File: config.mk
export PLATFORM = sky130hd
export DESIGN_NAME = button_debounce_press_classifier
export DESIGN_NICKNAME = d
export VERILOG_FILES = /design/src/sv/bdpc_pkg.sv /design/src/sv/button_debounce_press_classifier.sv /design/src/sv/bdpc_core.sv
export SDC_FILE = /design/constraint.sdc
export NUM_CORES = 1
export LEC_CHECK = 0
export BUFFER_PORTS_ARGS = -buffer_cell sky130_fd_sc_hd__buf_2
export CAP_MARGIN = 30
export CELL_PAD_IN_SITES_DETAIL_PLACEMENT = 0
export CELL_PAD_IN_SITES_GLOBAL_PLACEMENT = 1
export CORE_MARGIN = 1.5
export CORE_UTILIZATION = 47
export DETAILED_ROUTE_END_ITERATION = 8
export PLACE_DENSITY = 0.79
export SETUP_SLACK_MARGIN = 0.15
export SKIP_LAST_GASP = 1
export SLEW_MARGIN = 20
export SYNTH_ARGS = -nofsm -noshare
export SYNTH_HDL_FRONTEND = slang
export SYNTH_SLANG_ARGS = --single-unit
File: constraint.sdc
create_clock -name clk -period 13.92 [get_ports clk]
set_input_delay 2.088 -clock clk [delete_from_list [all_inputs] [get_ports clk]]
set_output_delay 2.088 -clock clk [all_outputs]
set_load 0.05 [all_outputs]
File: src/sv/bdpc_pkg.sv
// ----------------------------------------------------------------------------
// bdpc_pkg
// Shared types and constants of the button debounce and press classifier.
// ----------------------------------------------------------------------------
package bdpc_pkg;

  localparam int COUNT_LIMIT_DEF = 255;
  localparam int TIME_BITS_DEF   = 32;

  localparam int CFG_W = 16;

  localparam logic [0:0] REG_DEBOUNCE  = 1'b0;
  localparam logic [0:0] REG_LONG_HOLD = 1'b1;

  localparam logic [CFG_W-1:0] DEBOUNCE_RST  = 16'd50;
  localparam logic [CFG_W-1:0] LONG_HOLD_RST = 16'd5000;

  localparam int IN_DATA_W  = 40;
  localparam int OUT_DATA_W = 16;

  typedef struct packed {
    logic last_raw;
    logic stable_level;
    logic press_active;
    logic long_reported;
    logic long_pending;
  } flags_t;

endpackage

File: src/sv/button_debounce_press_classifier.sv
// ----------------------------------------------------------------------------
// button_debounce_press_classifier
// Debounces a polled button and counts short presses and long holds.
// ----------------------------------------------------------------------------
// Each input beat is one poll sample of the button with a millisecond
// timestamp and two take requests. Each input beat yields exactly one output
// beat with the take results, the pending short count and the debounced level.
// The sample is registered on acceptance in the input register, processed by
// the update logic once the output register is free, and the result is held
// in the output register. One beat is taken per cycle while the output side
// keeps up; the limit is the state update of each beat.
// When the receiver stalls, the output register holds its beat and the input
// register holds one more, after which in_tready drops.
// Reset clears the valid flags of both registers, all press state and the
// short count, and sets the debounce time to 50 ms and the long hold time to
// 5000 ms. Configuration writes take effect at the next clock edge.
// ----------------------------------------------------------------------------
module button_debounce_press_classifier #(
  parameter int TIME_BITS   = bdpc_pkg::TIME_BITS_DEF,
  parameter int COUNT_LIMIT = bdpc_pkg::COUNT_LIMIT_DEF
) (
  input  logic                                clk,
  input  logic                                rst_n,
  input  logic                                in_tvalid,
  output logic                                in_tready,
  // raw_pressed[0], now_time[32:1], take_short[33], take_long[34], zero pad
  input  logic [bdpc_pkg::IN_DATA_W-1:0]      in_tdata,
  output logic                                out_tvalid,
  input  logic                                out_tready,
  // short_taken[0], long_taken[1], pending_short[9:2], debounced_level[10],
  // zero pad
  output logic [bdpc_pkg::OUT_DATA_W-1:0]     out_tdata,
  input  logic                                cfg_wr_en,
  input  logic [0:0]                          cfg_addr,
  input  logic [bdpc_pkg::CFG_W-1:0]          cfg_wdata
);

  localparam int CNT_W = $clog2(COUNT_LIMIT + 1);

  logic                          in_valid_r;
  logic                          raw_r;
  logic [31:0]                   now_r;
  logic                          tshort_r;
  logic                          tlong_r;
  logic                          out_valid_r;
  logic [bdpc_pkg::OUT_DATA_W-1:0] out_data_r;
  logic [bdpc_pkg::CFG_W-1:0]    debounce_r;
  logic [bdpc_pkg::CFG_W-1:0]    long_hold_r;
  bdpc_pkg::flags_t              flags_r;
  bdpc_pkg::flags_t              flags_nxt;
  logic [TIME_BITS-1:0]          rct_r;
  logic [TIME_BITS-1:0]          rct_nxt;
  logic [TIME_BITS-1:0]          pst_r;
  logic [TIME_BITS-1:0]          pst_nxt;
  logic [CNT_W-1:0]              cnt_r;
  logic [CNT_W-1:0]              cnt_nxt;
  logic                          s_taken;
  logic                          l_taken;
  logic                          advance;
  logic                          fire;
  logic                          in_acc;

  assign advance    = !out_valid_r || out_tready;
  assign fire       = in_valid_r && advance;
  assign in_tready  = !in_valid_r || advance;
  assign in_acc     = in_tvalid && in_tready;
  assign out_tvalid = out_valid_r;
  assign out_tdata  = out_data_r;

  bdpc_core #(
    .TIME_BITS   (TIME_BITS),
    .COUNT_LIMIT (COUNT_LIMIT)
  ) u_core (
    .flags                (flags_r),
    .raw_change_time      (rct_r),
    .press_start_time     (pst_r),
    .short_count          (cnt_r),
    .debounce_time        (debounce_r),
    .long_hold_time       (long_hold_r),
    .raw_pressed          (raw_r),
    .now_time             (now_r),
    .take_short           (tshort_r),
    .take_long            (tlong_r),
    .flags_nxt            (flags_nxt),
    .raw_change_time_nxt  (rct_nxt),
    .press_start_time_nxt (pst_nxt),
    .short_count_nxt      (cnt_nxt),
    .short_taken          (s_taken),
    .long_taken           (l_taken)
  );

  always_ff @(posedge clk) begin
    if (!rst_n) begin
      debounce_r  <= bdpc_pkg::DEBOUNCE_RST;
      long_hold_r <= bdpc_pkg::LONG_HOLD_RST;
    end else if (cfg_wr_en) begin
      unique case (cfg_addr)
        bdpc_pkg::REG_DEBOUNCE:  debounce_r  <= cfg_wdata;
        bdpc_pkg::REG_LONG_HOLD: long_hold_r <= cfg_wdata;
        default: ;
      endcase
    end
  end

  always_ff @(posedge clk) begin
    if (!rst_n) begin
      in_valid_r <= 1'b0;
    end else if (in_acc) begin
      in_valid_r <= 1'b1;
    end else if (fire) begin
      in_valid_r <= 1'b0;
    end
  end

  always_ff @(posedge clk) begin
    if (in_acc) begin
      raw_r    <= in_tdata[0];
      now_r    <= in_tdata[32:1];
      tshort_r <= in_tdata[33];
      tlong_r  <= in_tdata[34];
    end
  end

  always_ff @(posedge clk) begin
    if (!rst_n) begin
      flags_r <= '0;
      rct_r   <= '0;
      pst_r   <= '0;
      cnt_r   <= '0;
    end else if (fire) begin
      flags_r <= flags_nxt;
      rct_r   <= rct_nxt;
      pst_r   <= pst_nxt;
      cnt_r   <= cnt_nxt;
    end
  end

  always_ff @(posedge clk) begin
    if (!rst_n) begin
      out_valid_r <= 1'b0;
    end else if (fire) begin
      out_valid_r <= 1'b1;
    end else if (out_tready) begin
      out_valid_r <= 1'b0;
    end
  end

  always_ff @(posedge clk) begin
    if (fire) begin
      out_data_r <= {5'b0, flags_nxt.stable_level, 8'(cnt_nxt), l_taken, s_taken};
    end
  end

endmodule

File: src/sv/bdpc_core.sv
// ----------------------------------------------------------------------------
// bdpc_core
// Per-sample update: debounce, press classification and take requests.
// ----------------------------------------------------------------------------
module bdpc_core #(
  parameter int TIME_BITS   = bdpc_pkg::TIME_BITS_DEF,
  parameter int COUNT_LIMIT = bdpc_pkg::COUNT_LIMIT_DEF,
  localparam int CNT_W      = $clog2(COUNT_LIMIT + 1)
) (
  input  bdpc_pkg::flags_t              flags,
  input  logic [TIME_BITS-1:0]          raw_change_time,
  input  logic [TIME_BITS-1:0]          press_start_time,
  input  logic [CNT_W-1:0]              short_count,
  input  logic [bdpc_pkg::CFG_W-1:0]    debounce_time,
  input  logic [bdpc_pkg::CFG_W-1:0]    long_hold_time,
  input  logic                          raw_pressed,
  input  logic [31:0]                   now_time,
  input  logic                          take_short,
  input  logic                          take_long,
  output bdpc_pkg::flags_t              flags_nxt,
  output logic [TIME_BITS-1:0]          raw_change_time_nxt,
  output logic [TIME_BITS-1:0]          press_start_time_nxt,
  output logic [CNT_W-1:0]              short_count_nxt,
  output logic                          short_taken,
  output logic                          long_taken
);

  logic [TIME_BITS-1:0] now_t;
  logic [TIME_BITS-1:0] deb_t;
  logic [TIME_BITS-1:0] hold_t;
  logic [TIME_BITS-1:0] raw_elapsed;
  logic [TIME_BITS-1:0] press_elapsed;
  logic [TIME_BITS-1:0] hold_elapsed;
  logic                 settle;
  logic                 count_up;
  logic [CNT_W-1:0]     cnt_mid;
  bdpc_pkg::flags_t     f;

  assign now_t  = TIME_BITS'(now_time);
  assign deb_t  = TIME_BITS'(debounce_time);
  assign hold_t = TIME_BITS'(long_hold_time);

  always_comb begin
    f                   = flags;
    raw_change_time_nxt = raw_change_time;
    press_start_time_nxt = press_start_time;
    count_up            = 1'b0;
    short_taken         = 1'b0;
    long_taken          = 1'b0;

    if (raw_pressed != flags.last_raw) begin
      f.last_raw          = raw_pressed;
      raw_change_time_nxt = now_t;
    end

    raw_elapsed   = now_t - raw_change_time_nxt;
    press_elapsed = now_t - press_start_time;
    settle        = (raw_pressed != flags.stable_level) && (raw_elapsed >= deb_t);

    if (settle) begin
      f.stable_level = raw_pressed;
      if (raw_pressed) begin
        press_start_time_nxt = now_t;
        f.press_active       = 1'b1;
        f.long_reported      = 1'b0;
      end else if (flags.press_active) begin
        f.press_active  = 1'b0;
        count_up        = !flags.long_reported && (press_elapsed >= deb_t) &&
                          (short_count < CNT_W'(COUNT_LIMIT));
        f.long_reported = 1'b0;
      end
    end

    hold_elapsed = now_t - press_start_time_nxt;
    if (f.stable_level && f.press_active && !f.long_reported && hold_elapsed >= hold_t) begin
      f.long_reported = 1'b1;
      f.long_pending  = 1'b1;
    end

    if (!f.stable_level && !f.press_active) begin
      f.long_reported = 1'b0;
    end

    cnt_mid         = count_up ? short_count + CNT_W'(1) : short_count;
    short_count_nxt = cnt_mid;
    if (take_short && (cnt_mid != '0)) begin
      short_count_nxt = cnt_mid - CNT_W'(1);
      short_taken     = 1'b1;
    end
    if (take_long && f.long_pending) begin
      f.long_pending = 1'b0;
      long_taken     = 1'b1;
    end

    flags_nxt = f;
  end

endmodule

Yosys cells after proc, flatten, opt, wreduce, memory -nomap -nowiden

Index checks and enable logic that the tools add are counted.

Register bits after elaboration: 157
Latch bits: 0
Memory bits (writable): 0
Bits in read-only memories: 0
Input bits: 62
Output and inout bits: 18
Word-level logic and storage cells: 74
Memories: 0

Add/sub/neg operators: 5
Multipliers: 0
Divide/modulo/power cells: 0
Magnitude comparators: 4
Equal/unequal tests: 2
Shift-type cells: 0
Muxes and demuxes: 20
Bitwise gates (word level): 1
Reduce and logical (&&, ||, !) cells: 25

Operators with widths:

| kind                                                                | count |
|---|---|
| 32-bit by 16-bit greater-or-equal comparator with 1-bit output      | 3 |
| 32-bit two-way mux                                                  | 3 |
| 32-bit subtractor                                                   | 3 |
| 8-bit two-way mux                                                   | 2 |
| 1-bit two-way mux                                                   | 12 |
| 1-bit logical AND                                                   | 11 |
| 8-bit by 1-bit adder with 8-bit output (second input constant)      | 1 |
| 8-bit < comparator (second input constant)                          | 1 |
| 8-bit nonzero test                                                  | 1 |
| 8-bit by 1-bit subtractor with 8-bit output (second input constant) | 1 |
| 1-bit zero test                                                     | 6 |
| 2-bit AND reduction                                                 | 3 |
| 2-bit two-way mux                                                   | 2 |
| 2-bit nonzero test                                                  | 2 |
| 3-bit two-way mux                                                   | 1 |
| 1-bit logical OR                                                    | 2 |
| 1-bit inequality test                                               | 2 |
| 1-bit inverter                                                      | 1 |

Depth between registers and ports, before layout

Word-level depth: 12
Depth in mapped cells: 54
Gate-level depth less buffers: 48

Cells and area by module

Synthesis repeated with hierarchy kept, for this count alone.

Cells, all modules: 1,878
Area total of the unflattened synthesis: 14,569.0 µm²

Modules (own cells, without submodules):

| module                           | times used | cells an instance | area an instance (µm²) | seq. area each (µm²) |
|---|---|---|---|---|
| bdpc_core                        | 1          | 1,340             | 8,831.0                | 0.0 |
| button_debounce_press_classifier | 1          | 538               | 5,738.0                | 3,603.5 |

Worst setup path after synthesis

No wires, ideal clock.

Path type: register -> register
From: reg raw_r
To: reg out_data_r (netlist bit out_tdata[1]), data pin
Library setup time: 0.271 ns
Arrival time: 9.416 ns
Data required time: 13.649 ns
Slack: 4.233 ns
Stages on the path, launching flop included: 53
Buffers on the path: 6
Clock period less this slack: 9.687 ns
Cells stage by stage: edfxtp_1 -> buf_4 -> xnor2_1 -> buf_4 -> buf_2 -> buf_1 -> nand2_1 -> o21ai_0 -> ha_1 -> inv_1 -> ha_1 -> and2_1 -> a2111oi_0 -> o22ai_1 -> nand2_1 -> o21ai_0 -> mux2i_1 -> nor2_1 -> [17 not listed] -> a21oi_1 -> maj3_1 -> nand2_1 -> nand3_1 -> o21ai_0 -> mux2i_1 -> xnor2_1 -> ha_1 -> o21ai_0 -> nand2b_1 -> a21oi_1 -> o21ai_0 -> a21oi_1 -> o221ai_1 -> nor4_1 -> nand4_1 -> nor4_1 -> a31oi_1

Longest elaborated chain between the ends: 12
Elaborated cells on any way between the ends: 19
Classes of those cells: 2 x add/sub; 2 x order compare; 2 x eq/ne; 7 x mux; 6 x reduce/logical

Ends and longest elaborated chain:

| element                                                        | RTL line                                | RTL |
|---|---|---|
| start: declaration                                             | button_debounce_press_classifier.sv:41  | `logic raw_r;` |
| start signal: assignment                                       | button_debounce_press_classifier.sv:117 | `raw_r <= in_tdata[0];` |
| 1-bit inequality test                                          | bdpc_core.sv:51                         | `if (raw_pressed != flags.last_raw) begin` |
| 32-bit two-way mux                                             | bdpc_core.sv:51                         |  |
| net rct_nxt[0]                                                 | button_debounce_press_classifier.sv:52  | `logic [TIME_BITS-1:0] rct_nxt;` |
| 32-bit subtractor                                              | bdpc_core.sv:56                         | `raw_elapsed = now_t - raw_change_time_nxt;` |
| 32-bit by 16-bit greater-or-equal comparator with 1-bit output | bdpc_core.sv:58                         | `settle = (raw_pressed != flags.stable_level) && (raw_elapsed >= deb_t);` |
| 1-bit logical AND                                              | bdpc_core.sv:58                         |  |
| 32-bit two-way mux                                             | bdpc_core.sv:60                         | `if (settle) begin` |
| net pst_nxt[0]                                                 | button_debounce_press_classifier.sv:54  | `logic [TIME_BITS-1:0] pst_nxt;` |
| 32-bit subtractor                                              | bdpc_core.sv:74                         | `hold_elapsed = now_t - press_start_time_nxt;` |
| 32-bit by 16-bit greater-or-equal comparator with 1-bit output | bdpc_core.sv:75                         | `if (f.stable_level && f.press_active && !f.long_reported && hold_elapsed >= hold_t) begin` |
| 1-bit logical AND                                              | bdpc_core.sv:75                         |  |
| 2-bit two-way mux                                              | bdpc_core.sv:75                         |  |
| 1-bit logical AND                                              | bdpc_core.sv:90                         | `if (take_long && f.long_pending) begin` |
| 1-bit two-way mux                                              | bdpc_core.sv:90                         |  |
| net l_taken                                                    | button_debounce_press_classifier.sv:58  | `logic l_taken;` |
| end signal: assignment                                         | button_debounce_press_classifier.sv:150 | `out_data_r <= {5'b0, flags_nxt.stable_level, 8'(cnt_nxt), l_taken, s_taken};` |
| end: declaration                                               | button_debounce_press_classifier.sv:46  | `logic [bdpc_pkg::OUT_DATA_W-1:0] out_data_r;` |

The timed path passes the listed nets, and every way through them passes these cells.
A chain may end at the register's enable or synchronous reset.

Worst setup path after layout

From: reg raw_r
To: reg out_data_r (netlist bit out_tdata[1]), data pin

Longest elaborated chain between the ends: 12
Elaborated cells on any way between the ends: 19
Classes of those cells: 2 x add/sub; 2 x order compare; 2 x eq/ne; 7 x mux; 6 x reduce/logical

Ends and longest elaborated chain:

| element                                                          | RTL line |
|---|---|
| 1-bit inequality test                                            | bdpc_core.sv:51 |
| 32-bit two-way mux                                               | bdpc_core.sv:51 |
| 32-bit subtractor                                                | bdpc_core.sv:56 |
| 32-bit by 16-bit greater-or-equal comparator with 1-bit output   | bdpc_core.sv:58 |
| 1-bit logical AND                                                | bdpc_core.sv:58 |
| 32-bit two-way mux *                                             | bdpc_core.sv:60 |
| net pst_nxt[0]                                                   | button_debounce_press_classifier.sv:54 |
| 32-bit subtractor *                                              | bdpc_core.sv:74 |
| 32-bit by 16-bit greater-or-equal comparator with 1-bit output * | bdpc_core.sv:75 |
| 1-bit logical AND *                                              | bdpc_core.sv:75 |
| 2-bit two-way mux *                                              | bdpc_core.sv:75 |
| 1-bit logical AND *                                              | bdpc_core.sv:90 |
| 1-bit two-way mux *                                              | bdpc_core.sv:90 |
| net l_taken                                                      | button_debounce_press_classifier.sv:58 |

Mark *: on every way through the listed nets, which the timed path passes. The rest lies on a longest branch.

==> impl_metrics.py <==
metrics = {
    "run_status": {
        "status": "complete, no violations",
    },
    "sta": {
        "period_needed_ps": 10990,
        "finalCritPeriodShare_pct": 78.9,
        "tightest_slew_ps": 909,
        "setup_violations": 0,
        "finalMaxSlewViolations": 0,
        "relSlewSlack_pct": 37.9,
        "grt_setup_unrepaired": "no",
        "skew_ps": 12.3,
        "finalHoldViolCount": 0,
        "setup_tns_ps": 0,
        "fmax_ghz": 0.0910,
    },
    "clock_network": {
        "clockRootBuffer": "clkbuf_16",
        "clk_latency_ps": 460,
        "cts-htree-levels": 4,
        "cts_hold_buf": 0,
        "clkSinkCount": 157,
        "cts_tree": "built",
        "cts_made_buffers": 17,
        "post_cts_resized": 0,
        "cts.clk_slew.worst_paths_ps": 70,
        "clk_path_buf_depth": 2,
        "post_cts_buffers": 0,
    },
    "finish": {
        "seq_area_um2": 3600,
        "nFillCells": 2810,
        "multi_input_area_um2": 9430,
        "final_area_um2": 15000,
        "syn2layout_area_growth_pct": 9.12,
        "finalNetCount": 1942,
        "antennaDiodeCount": 0,
        "drive_gt1_share_pct": 7.67,
    },
    "setup_path": {
        "crit_path_start_kind": "flop",
        "reg2reg_to": "out_tdata[1]",
        "cp_max_fo": 37,
        "cp.required_ps": 14100,
        "reg2regPathDepth": 43,
        "r2r-start": "raw_r",
        "worst_path_max_delay_cell": "edfxtp_1",
        "rrSetupSlack_ps": 2930,
        "crit_type": "reg2reg",
        "cp_slowest_stage_delay_ps": 800,
        "critical-path-top-delay-family": "compound AO/OA/AOI/OAI gates",
        "critPathBufInv": 3,
        "crit_arrival_ps": 11170,
        "cp-end-kind": "flop",
        "crit_top_cell": "a21oi_1",
    },
    "job": {
        "drv_cap": 0,
    },
    "logic_synthesis": {
        "synth_area_um2": 13700,
        "syn_inst": 1723,
        "yosys-top-cells-area": "dfxtp_1 16%, ha_1 12%, edfxtp_1 10%",
        "yosys.area.top_type": "dfxtp_1",
        "synthTopCellsByCount": "270 x nand2_1, 131 x ha_1, 111 x dfxtp_1, 111 x inv_1, 104 x a21oi_1",
        "ys_seq_elements": 157,
        "async_flop_share_pct": 0,
        "yosysWarnings": 0,
        "syn_avg_cell_area_um2": 7.97,
        "synth.most_common_cell": "nand2_1",
        "synth_cell_types": 78,
        "synth_top_area_share_pct": 16.2,
        "synth_edf_count": 46,
        "synth-main-ff-cell": "dfxtp_1",
        "seq_area_frac_synth_pct": 26.2,
    },
    "detailed_routing": {
        "vias": 12300,
        "drc": 0,
        "routed_via_density": 5.75,
        "antenna_left": 0,
        "drt-initial-drc-count": 821,
        "drt-total-wl_um": 37700,
        "wl_per_cell_um": 17.6,
        "drtPass1Iterations": 5,
    },
    "global_route": {
        "grt_pass1_vias": 11600,
        "use_met2_pct": 40.4,
        "use_met1_pct": 35.4,
        "grt_max_degree": 94,
        "grt_pass1_wl_um": 61000,
        "gr-total-overflow": 0,
        "met3_usage_pct": 4.09,
        "top_usage_layer": "met2",
        "grt_usage_pct": 25.3,
        "antenna_found_initial": 1,
    },
    "hold_path": {
        "min_to": "long_hold_r[14]",
        "min_from": "long_hold_r[14]",
        "hold_depth": 2,
        "hold_path_class": "reg2reg",
    },
    "pwr": {
        "irDropWorstVdd_mv": 0.0919,
        "p_per_area_nw_per_um2": 112,
        "p_leak_uw": 0.00613,
    },
    "floorplan": {
        "die_x_um": 174,
        "die_area_um2": 30300,
        "start_util_pct": 47.9,
        "dieHeight_um": 174,
        "io_pins": 80,
        "num_rows": 62,
        "coreArea_um2": 28700,
    },
    "placed_design": {
        "place_area_um2": 14400,
        "finalWeightedCongestion": 0.909,
        "dp_hpwl_um": 29000,
        "numPortBuffers": 69,
    },
}
registers in the layout (all words and copies together), names as in the netlist:
| name | flops |
|---|---|
| long_hold_r | 16 |
| rct_r | 32 |
| now_r | 32 |
| flags_r | 5 |
| out_tdata | 11 |
| tshort_r | 1 |
| cnt_r | 8 |
| in_valid_r | 1 |
| raw_r | 1 |
| debounce_r | 16 |
| out_tvalid | 1 |
| tlong_r | 1 |
| pst_r | 32 |
worst reg2reg max path: cells and delay by family (launching register included):
kind            cells  cell delay [ps]
xor+xnor            3              510
simple gates        7             1660
mux                 3             1320
flops               1              800
fa+ha+maj           6             1560
compound gates     21             4230
buf+inv             3              620
routing by layer:
metal	wire length, um	up-vias
li1	-	6211
met5	0	-
met4	682	0
met3	1550	46
met1	18700	5815
met2	16800	257
power breakdown:
group | internal (uW) | total (uW) | leakage (uW) | switching [uW]
clock network | 287 | 496 | 0.000299 | 209
registers | 512 | 555 | 0.00135 | 43.4
logic | 259 | 635 | 0.00448 | 376
per-stage QoR:
stage | instances | utilization [%] | hold slack, ps | setup slack [ps] | total power [uW]
final | 2144 | 52.2 | 464 | 2930 | 1690
after global routing | 2144 | 52.2 | 487 | 2140 | 1790
after CTS | 2144 | 52.2 | 469 | 3010 | 1690
after detailed placement | 2112 | 50.1 | 459 | 3110 | 1190
after global placement | 2110 | 50.0 | 450 | 3230 | 1180
after floorplan | 1727 | - | 443 | 4230 | 1040
worst max-delay path by stage:
| stage | endpoint | slack, ps | startpoint | cells past startpoint |
|---|---|---|---|---|
| floorplan | out_tdata[1] | 4230 | raw_r | 52 |
| global placement | out_tdata[1] | 3230 | raw_r | 43 |
| detailed placement | out_tdata[1] | 3110 | raw_r | 43 |
| CTS | out_tdata[1] | 3010 | raw_r | 43 |
| global route | out_tdata[1] | 2140 | raw_r | 43 |
| finish | out_tdata[1] | 2930 | raw_r | 43 |
cell families after synthesis:
logic type / count (synthesis) / synth area share, %
buffers and inverters: 190 / 5.53
flip-flops: 157 / 26.2
AO/OA/AOI/OAI: 500 / 24.8
AND/OR/NAND/NOR: 575 / 19.8
other: 1 / 0.0273
multiplexers: 62 / 4.53
XOR/XNOR: 97 / 6.24
adder cells (fa/ha/maj): 141 / 12.8
layout make-up:
type	count	share of cell area, %
Clock buffer	21	3.22
Clock inverter	11	0.851
Inverter	111	2.78
Multi-Input combinational cell	1380	62.9
Sequential cell	157	24.0
Tap cell	384	3.20
Timing Repair Buffer	80	3.00
placed cells by master (no fill, tap or decap), types with 18 or more instances in the layout:
cell       count
nor2_1        78
dfxtp_1      111
a31oi_1       19
ha_1         131
o211ai_1      18
a21o_1        53
nand3_1       27
a21boi_0      88
nand2_1      270
a21oi_1      104
nand2b_1      34
nor2b_1       29
nand4_1       18
inv_1        111
xnor2_1       56
xor2_1        39
and3_1        29
clkbuf_16     19
o21ai_0       71
nor3_1        25
mux2i_1       60
edfxtp_1      46
buf_2         68
No activity file was read; power rests on OpenSTA's default activity.
